--- config.mk ---
export PLATFORM = sky130hd
export DESIGN_NAME = sorted_list_insert_remove
export DESIGN_NICKNAME = d
export VERILOG_FILES = /design/src/design/slri_pkg.sv /design/src/design/slri_cell.sv /design/src/design/sorted_list_insert_remove.sv
export SDC_FILE = /design/constraint.sdc
export NUM_CORES = 2
export LEC_CHECK = 0
export CAP_MARGIN = 20
export CORE_MARGIN = 4
export CORE_UTILIZATION = 50
export DETAILED_ROUTE_END_ITERATION = 7
export DONT_BUFFER_PORTS = 1
export MAX_ROUTING_LAYER = met4
export PLACE_DENSITY = 0.76
export REMOVE_ABC_BUFFERS = 1
export SYNTH_ARGS = -nofsm -noshare
export SYNTH_HDL_FRONTEND = slang
export SYNTH_SLANG_ARGS = --single-unit
--- constraint.sdc ---
create_clock -name clk -period 4.2 [get_ports clk]
set_input_delay 0.42 -clock clk [delete_from_list [all_inputs] [get_ports clk]]
set_output_delay 0.42 -clock clk [all_outputs]
set_load 0.005 [all_outputs]
--- src/design/slri_pkg.sv ---
// Shared types and constants for the sorted value store.
// No dependencies; every other design file imports this package.
package slri_pkg;

    // Number of cells in the chain
    localparam int DEPTH = 16;
    // Width of the fill count (holds 0 .. DEPTH)
    localparam int USED_W = $clog2(DEPTH + 1);
    // Count reported when the store is full, low bits of DEPTH
    localparam logic [4:0] FULL_COUNT = 5'(DEPTH);

    // Command codes
    localparam logic CMD_INSERT = 1'b0;
    localparam logic CMD_REMOVE = 1'b1;

    // Result status codes
    typedef enum logic [1:0] {
        ST_DONE      = 2'd0,
        ST_NOT_FOUND = 2'd1,
        ST_FULL      = 2'd2
    } status_t;

    // One request transfer
    typedef struct packed {
        logic               cmd;
        logic signed [31:0] value;
    } request_t;

    // One response transfer
    typedef struct packed {
        status_t    status;
        logic [4:0] count;
    } response_t;

    // Operation broadcast to every cell
    typedef struct packed {
        logic do_insert;
        logic do_remove;
    } cell_ctrl_t;

endpackage

--- src/design/slri_cell.sv ---
// One storage cell of the sorted chain: holds one entry and compares it to the key.
// Depends on slri_pkg for the broadcast control struct.
module slri_cell
    import slri_pkg::*;
(
    input  logic               clk,
    input  cell_ctrl_t         ctrl,
    input  logic signed [31:0] key,
    input  logic               occupied,
    input  logic               left_lt,
    input  logic signed [31:0] left_entry,
    input  logic signed [31:0] right_entry,
    output logic               lt,
    output logic               eq,
    output logic signed [31:0] entry
);

    logic signed [31:0] entry_reg;
    logic signed [31:0] entry_next;

    // Compare the stored entry with the key
    assign lt    = occupied && (entry_reg < key);
    assign eq    = occupied && (entry_reg == key);
    assign entry = entry_reg;

    // Keep, take the key, or shift from a neighbor
    always_comb
    begin
        entry_next = entry_reg;
        if (ctrl.do_insert)
        begin
            if (!lt)
            begin
                entry_next = left_lt ? key : left_entry;
            end
        end
        else if (ctrl.do_remove)
        begin
            if (!lt)
            begin
                entry_next = right_entry;
            end
        end
    end

    // Hold the entry
    always_ff @(posedge clk)
    begin
        entry_reg <= entry_next;
    end

endmodule

--- src/design/sorted_list_insert_remove.sv ---
// Sorted store of signed values: a chain of DEPTH compare-and-shift cells.
// Latency: the response appears on the cycle after the request transfer (done strobe).
// Throughput: one request per cycle; every cell compares and shifts in the same cycle.
// busy stays low; the receiver cannot stall, so no output queue is needed.
// Reset: rst_n clears the fill count and the done strobe; entry contents stay undefined.
module sorted_list_insert_remove
    import slri_pkg::*;
(
    input  logic      clk,
    input  logic      rst_n,
    input  logic      start,
    output logic      busy,
    input  request_t  request,
    output logic      done,
    output response_t response
);

    logic [USED_W-1:0]  used_reg;
    logic [USED_W-1:0]  used_next;
    logic               done_reg;
    response_t          response_reg;
    response_t          response_next;
    logic               accept;
    logic               full;
    logic               found;
    cell_ctrl_t         ctrl;
    logic [DEPTH-1:0]   lt;
    logic [DEPTH-1:0]   eq;
    logic signed [31:0] entry [DEPTH];
    logic [USED_W+4:0]  count_ext;

    assign busy   = 1'b0;
    assign accept = start && !busy;
    assign full   = (used_reg == USED_W'(DEPTH));
    assign found  = |eq;

    // Decode the operation for the cells
    always_comb
    begin
        ctrl.do_insert = accept && (request.cmd == CMD_INSERT) && !full;
        ctrl.do_remove = accept && (request.cmd == CMD_REMOVE) && found;
    end

    // Build the cell chain
    genvar i;
    generate
        for (i = 0; i < DEPTH; i++)
        begin : g_cell
            logic               occ;
            logic               l_lt;
            logic signed [31:0] l_entry;
            logic signed [31:0] r_entry;

            assign occ = (USED_W'(i) < used_reg);
            if (i == 0)
            begin : g_first
                assign l_lt    = 1'b1;
                assign l_entry = request.value;
            end
            else
            begin : g_mid
                assign l_lt    = lt[i-1];
                assign l_entry = entry[i-1];
            end
            if (i == DEPTH - 1)
            begin : g_last
                assign r_entry = request.value;
            end
            else
            begin : g_inner
                assign r_entry = entry[i+1];
            end

            slri_cell u_cell (
                .clk         (clk),
                .ctrl        (ctrl),
                .key         (request.value),
                .occupied    (occ),
                .left_lt     (l_lt),
                .left_entry  (l_entry),
                .right_entry (r_entry),
                .lt          (lt[i]),
                .eq          (eq[i]),
                .entry       (entry[i])
            );
        end
    endgenerate

    // Advance the fill count and form the response
    always_comb
    begin
        used_next = used_reg;
        if (ctrl.do_insert)
        begin
            used_next = used_reg + USED_W'(1);
        end
        else if (ctrl.do_remove)
        begin
            used_next = used_reg - USED_W'(1);
        end
        if (request.cmd == CMD_INSERT)
        begin
            response_next.status = full ? ST_FULL : ST_DONE;
        end
        else
        begin
            response_next.status = found ? ST_DONE : ST_NOT_FOUND;
        end
        count_ext           = {5'b0, used_next};
        response_next.count = count_ext[4:0];
    end

    // Hold count and strobe
    always_ff @(posedge clk or negedge rst_n)
    begin
        if (!rst_n)
        begin
            used_reg <= '0;
            done_reg <= 1'b0;
        end
        else
        begin
            used_reg <= used_next;
            done_reg <= accept;
        end
    end

    // Register the response payload
    always_ff @(posedge clk)
    begin
        if (accept)
        begin
            response_reg <= response_next;
        end
    end

    assign done     = done_reg;
    assign response = response_reg;

endmodule

Yosys cells after proc, flatten, opt, wreduce, memory -nomap -nowiden:

Cells that the tools add are included.

* add/subtract/negate cells: 2
* $mul: 0
* divide/modulo/power cells: 0
* order comparisons: 32
* equality and inequality tests: 17
* shift-type cells: 0
* mux-type cells: 84
* bitwise operators: 17
* reductions and logical operators: 55

Operators by type and width (number)
* $mux 32: 79
* $eq 32x32->1: 16
* $lt 32x32->1: 16
* $lt 4x5->1 const A: 8
* $logic_and 1x1->1: 36
* $reduce_and 2->1: 16
* $lt 3x5->1 const A: 4
* $not 1->1: 17
* $reduce_or 16->1: 1
* $lt 1x5->1 const A: 2
* $lt 2x5->1 const A: 2
* $mux 5: 2
* $add 5x1->5 const B: 1
* $eq 5x5->1 const B: 1
* $sub 5x1->5 const B: 1
* $mux 2: 2
* $reduce_bool 2->1: 1
* $logic_not 1->1: 1
* $mux 1: 1

* bits in registers: 525
* bits in latches: 0
* memory bits (writable): 0
* memory bits (read-only): 0
* input bits: 36
* memories kept: 0

Longest topological paths before layout:

* depth in word-level cells: 6
* mapped depth: 13
* gate-level depth less buffers: 10

Hierarchy:

A second synthesis with hierarchy kept.

* cell total of the unflattened synthesis: 4238
* area, all modules: 40835.4 µm²

By module, submodules not included
* slri_cell (g_cell[0].u_cell ...): instances 15, cells an instance 260, area an instance 2499.9 µm², seq. area each 960.9 µm²
* slri_cell (g_cell[15].u_cell): instances 1, cells an instance 261, area an instance 2492.4 µm², seq. area each 960.9 µm²
* sorted_list_insert_remove: instances 1, cells an instance 77, area an instance 844.6 µm², seq. area each 360.3 µm²

Worst setup path after synthesis:

No wires, ideal clock.

* kind: input port to flip-flop
* from: input request[9] in the netlist's numbering
* to: register g_cell[15].u_cell.entry_reg[0], enable pin
* library setup time: 0.432 ns
* arrival time: 4.404 ns
* required time: 3.768 ns
* path slack: -0.636 ns
* stages: 11
* path buffers: 2
* cells stage by stage: clkbuf_1 inv_1 ha_1 and4_1 nand3_1 or4_1 o2111ai_1 o41ai_4 and2_1 buf_2 a21oi_1

* longest elaborated chain between the ends: 6

RTL lines
* from (decl): line sorted_list_insert_remove.sv:13 `input request_t request,`
* parallel branches: the longest is 5 deep, another holds $lt 32x32->1
* $reduce_and 2->1 (no line) *
* to (signal assigned): line slri_cell.sv:49 `entry_reg <= entry_next;`
* to (decl): line slri_cell.sv:18 `logic signed [31:0] entry_reg;`

Mark *: on every way between the ends.
A chain may end at the register's enable or synchronous reset.

Final worst setup path:

* from: register g_cell[15].u_cell.entry_reg[6]
* to: register g_cell[14].u_cell.entry_reg[26], enable pin

* longest elaborated chain between the ends: 6

RTL lines
* $eq 32x32->1: line slri_cell.sv:23 `assign eq = occupied && (entry_reg == key);`
* $logic_and 1x1->1: line slri_cell.sv:23
* $reduce_or 16->1: line sorted_list_insert_remove.sv:35 `assign found = |eq;`
* $logic_and 1x1->1: line sorted_list_insert_remove.sv:41 `ctrl.do_remove = accept && (request.cmd == CMD_REMOVE) && found;`
* $reduce_bool 2->1 (no line)
* $reduce_and 2->1 (no line)
* to (signal assigned): line slri_cell.sv:49
* to (decl): line slri_cell.sv:18

No other way between the ends.

==> impl_metrics.xml <==
<?xml version="1.0" encoding="UTF-8"?>
<metrics>
  <group name="synthesis">
    <metric name="library_cells_used_by_synthesis" unit="">72</metric>
    <metric name="post-synth-top-count-cell" unit="">edfxtp_1</metric>
    <metric name="async_reset_ff_share" unit="%">1.143</metric>
    <metric name="synth-compound-area-share" unit="%">13.77</metric>
    <metric name="cell_types_with_the_highest_counts_after_synthesis" unit="">edfxtp_1, ha_1, nand2_1</metric>
    <metric name="ys_warn_count" unit="">0</metric>
    <metric name="synth-adder-area-share" unit="%">17.19</metric>
    <metric name="ys_seq_elements" unit="">525</metric>
    <metric name="synth_area" unit="sq mm">0.03756</metric>
    <metric name="synth_enable_flop_cells" unit="">519</metric>
    <metric name="synth-main-ff-cell" unit="">edfxtp_1</metric>
    <metric name="post_synthesis_share_of_cell_area_spent_on_xor_and_xnor_gates" unit="%">0.09328</metric>
    <metric name="synth_simple_gate_area_share" unit="%">10.62</metric>
    <metric name="netlist.top_cell.by_area" unit="">edfxtp_1</metric>
    <metric name="synth_top_area_share" unit="%">41.50</metric>
    <metric name="synthTopCellsByArea" unit="">edfxtp_1, ha_1, mux2i_1</metric>
    <metric name="dominant_combinational_cell_family_by_area_after_synthesis" unit="">adder cells</metric>
    <metric name="synthesis.instances" unit="">3618</metric>
    <metric name="avgSynthCellArea" unit="sq um">10.38</metric>
    <metric name="mux_contribution_to_synthesized_area" unit="%">13.30</metric>
    <metric name="synth-seq-area-share" unit="%">41.90</metric>
  </group>
  <group name="timing">
    <metric name="whs" unit="ns">0.03540</metric>
    <metric name="final-max-slew-violation-count" unit="">0</metric>
    <metric name="worst_slew_margin_rel" unit="%">37.85</metric>
    <metric name="rsz_0062_raised_after_global_routing" unit="">false</metric>
    <metric name="report.final.hold_viol_count" unit="">0</metric>
    <metric name="setup-tns-final" unit="ns">0</metric>
    <metric name="setup_skew" unit="ns">0.02587</metric>
    <metric name="fmax" unit="GHz">0.2768</metric>
    <metric name="finalCritPeriodShare" unit="%">86.02</metric>
    <metric name="worstMarginPinSlew" unit="ns">0.9225</metric>
    <metric name="timing.final.setup_violations" unit="">0</metric>
    <metric name="fin_crit" unit="ns">3.613</metric>
  </group>
  <group name="cells_and_area">
    <metric name="postLayoutCellArea" unit="sq mm">0.04144</metric>
    <metric name="post_route_cells_drive_above_1_share" unit="%">7.318</metric>
    <metric name="nets" unit="">4180</metric>
    <metric name="largest_register_ffs" unit="">512</metric>
    <metric name="multi_input_comb_area" unit="sq mm">0.02071</metric>
    <metric name="num-fill-cells" unit="">6141</metric>
    <metric name="ff_latch_area" unit="sq mm">0.01574</metric>
    <metric name="area_growth_syn_to_layout" unit="%">10.33</metric>
    <metric name="finalCoreUtilization" unit="%">55.66</metric>
  </group>
  <group name="clock_tree">
    <metric name="clk_latency_worst_skew_pair" unit="ns">0.64</metric>
    <metric name="cts_inserted_buffers" unit="">59</metric>
    <metric name="buffer_count_from_post_cts_setup_fixing" unit="">0</metric>
    <metric name="post_cts.resized_instances" unit="">0</metric>
    <metric name="htreeDepth" unit="">2</metric>
    <metric name="tritoncts" unit="">yes</metric>
    <metric name="cts.reportedPaths.clkPinSlew" unit="ns">0.05</metric>
    <metric name="cts_hold_repair.buffers" unit="">21</metric>
    <metric name="numClockSinks" unit="">525</metric>
    <metric name="root_buffer" unit="">clkbuf_16</metric>
    <metric name="max-clock-path-buffers" unit="">3</metric>
  </group>
  <group name="route">
    <metric name="routed_via_density" unit="">6.208</metric>
    <metric name="initialDrtViolationCount" unit="">3079</metric>
    <metric name="drt-total-wl" unit="microns">100700</metric>
    <metric name="detailroute.via_count" unit="">28840</metric>
    <metric name="route.detailed.wl_per_inst" unit="microns">21.68</metric>
    <metric name="detail-route-antenna-nets" unit="">0</metric>
    <metric name="firstDrtPassIters" unit="">6</metric>
    <metric name="remaining_drc_errors" unit="">0</metric>
  </group>
  <group name="grt">
    <metric name="globalRouteTotalUtil" unit="%">25.56</metric>
    <metric name="first_global_vias" unit="">27680</metric>
    <metric name="number_of_antenna_violations_at_the_first_check_in_global_routing" unit="">1</metric>
    <metric name="gr-total-overflow" unit="">0</metric>
    <metric name="wire_length_of_the_first_global_routing_pass" unit="microns">156900</metric>
    <metric name="pin_count_of_the_biggest_net_entering_global_routing" unit="">172</metric>
  </group>
  <group name="worst_setup_path">
    <metric name="timing.critical_path.required" unit="ns">4.51</metric>
    <metric name="timing.critical_path.from_type" unit="">flip-flop</metric>
    <metric name="critical_path.top_delay_family" unit="">simple AND/OR/NAND/NOR gates</metric>
    <metric name="crit_path_max_fanout" unit="">32</metric>
    <metric name="critical_path.n_buffers_inverters" unit="">2</metric>
    <metric name="data_arrival_time_of_the_worst_path" unit="ns">3.93</metric>
    <metric name="crit_slowest_cell" unit="">or4_1</metric>
    <metric name="path_cells" unit="">ha_1 -&gt; nand4_1 -&gt; or4_1 -&gt; o2111ai_1 -&gt; o41ai_4 -&gt; and2_1 -&gt; inv_2 -&gt; and3_1 -&gt; buf_12</metric>
    <metric name="timing.critical_path.slowest_cell_delay" unit="ns">0.68</metric>
    <metric name="crit_type" unit="">reg2reg</metric>
    <metric name="worstSetupEndpointType" unit="">flip-flop</metric>
  </group>
  <group name="status">
    <metric name="outcome" unit="">finished, final reports clean</metric>
  </group>
  <group name="floorplan">
    <metric name="pin_count" unit="">45</metric>
    <metric name="fp.dieArea" unit="sq mm">0.07956</metric>
    <metric name="core" unit="sq mm">0.07445</metric>
    <metric name="die-height" unit="microns">282.1</metric>
    <metric name="num_rows" unit="">100</metric>
    <metric name="die_w" unit="microns">282.1</metric>
    <metric name="initial_utilization" unit="%">50.45</metric>
  </group>
  <group name="power">
    <metric name="p_switching" unit="W">0.006487</metric>
    <metric name="vdd.ir_drop.worst" unit="uV">357.7</metric>
    <metric name="powerDensity" unit="mW/mm^2">461.5</metric>
    <metric name="total_power" unit="W">0.01912</metric>
    <metric name="combPwrFrac" unit="%">34.0</metric>
    <metric name="sequential_share_of_power" unit="%">39.1</metric>
    <metric name="internal_power" unit="W">0.01264</metric>
    <metric name="leakage" unit="nW">18.12</metric>
    <metric name="switching_fraction" unit="%">33.92</metric>
    <metric name="pwr-share-clk" unit="%">26.9</metric>
  </group>
  <group name="placed_design">
    <metric name="dp_hpwl" unit="microns">75880</metric>
    <metric name="place_congestion" unit="">0.9191</metric>
    <metric name="io_buffers" unit="">0</metric>
    <metric name="placed_area" unit="sq mm">0.03935</metric>
  </group>
  <group name="min_path">
    <metric name="hold_wc_path_type" unit="">in2reg</metric>
  </group>
  <group name="job">
    <metric name="max_cap_viol_count" unit="">0</metric>
  </group>
</metrics>
==> final cells by class <==
cell class	count	area share [%]
multi-input combinational	2828	49.99
antenna	1	0.006039
sequential	525	37.97
clock buffer	91	4.149
clock inverter	18	0.3744
tap	969	2.926
inverter	63	0.5707
timing repair buffer	151	4.010
==> per-stage QoR <==
stage	setup WS, ns	instances
6_report	0.5874	4646
5_1_grt	0.4974	4646
4_1_cts	0.6716	4645
2_1_floorplan	-15.13	3416
3_3_place_gp	0.3460	4515
3_5_place_dp	0.2995	4515
==> cells by family after synthesis <==
logic type                 Yosys count
AOI/OAI and AO/OA                  935
and+or+nand+nor                    880
DFF                                525
adders and majority gates          516
muxes                              492
buffers and inverters              265
xor gates and xnor gates             4
other                                1
==> layout by cell type (no fill, tap or decap), types with 14 or more instances in the layout <==
cell type | Yosys | routed
a21o_1 | 54 | 54
a21oi_1 | 288 | 287
and2_1 | 15 | 14
and4_1 | 17 | 17
buf_12 | 4 | 38
buf_4 | 6 | 92
clkbuf_1 | 135 | 22
clkbuf_16 | 0 | 61
dlygate4sd3_1 | 0 | 21
edfxtp_1 | 519 | 519
ha_1 | 516 | 516
inv_1 | 62 | 62
mux2_2 | 32 | 33
mux2i_1 | 449 | 448
nand2_1 | 515 | 515
nand3_1 | 33 | 33
nand4_1 | 114 | 114
nor2_1 | 106 | 104
nor2b_1 | 17 | 17
nor4_1 | 19 | 19
o21ai_0 | 240 | 240
o21ai_1 | 260 | 259
==> final timing paths <==
path	start	endpoint	slack (ns)	cells after the start
min reg2reg	g_cell[14].u_cell.entry[0]$_DFFE_PP_	g_cell[13].u_cell.entry[0]$_DFFE_PP_	0.59	2
max in group asynchronous	rst_n	done$_DFF_PN0_	3.43	1
min in group asynchronous	rst_n	used_reg[4]$_DFF_PN0_	0.29	1
min	request[19]	g_cell[15].u_cell.entry[19]$_DFFE_PP_	0.04	1
max	g_cell[15].u_cell.entry[6]$_DFFE_PP_	g_cell[14].u_cell.entry[26]$_DFFE_PP_	0.59	9
max reg2reg	g_cell[15].u_cell.entry[6]$_DFFE_PP_	g_cell[14].u_cell.entry[26]$_DFFE_PP_	0.59	9
==> power by group through the flow <==
| stage | Clock, W | Sequential, W | Combinational, W |
|---|---|---|---|
| floorplan | 0 | 0.00736 | 0.00512 |
| global placement | 0 | 0.00754 | 0.00622 |
| detailed placement | 0 | 0.00755 | 0.00640 |
| CTS | 0.00521 | 0.00745 | 0.00646 |
| global route | 0.00542 | 0.00755 | 0.00714 |
| finish | 0.00513 | 0.00748 | 0.00651 |
==> worst reg2reg max path, stage by stage (launching register included) <==
cell	delay, ns
edfxtp_1	0.44
ha_1	0.34
nand4_1	0.22
or4_1	0.68
o2111ai_1	0.45
o41ai_4	0.19
and2_1	0.23
inv_2	0.24
and3_1	0.25
buf_12	0.24
==> metal layers <==
metal / part of all wire [%] / vias to the layer above / global-route usage [%]
li1: - / 13730 / -
met1: 45 / 13670 / 35.54
met2: 44 / 1208 / 38.44
met3: 7.9 / 232 / 3.640
met4: 3.9 / 0 / 9.089
met5: 0 / - / -
No activity file was read; power rests on OpenSTA's default activity.
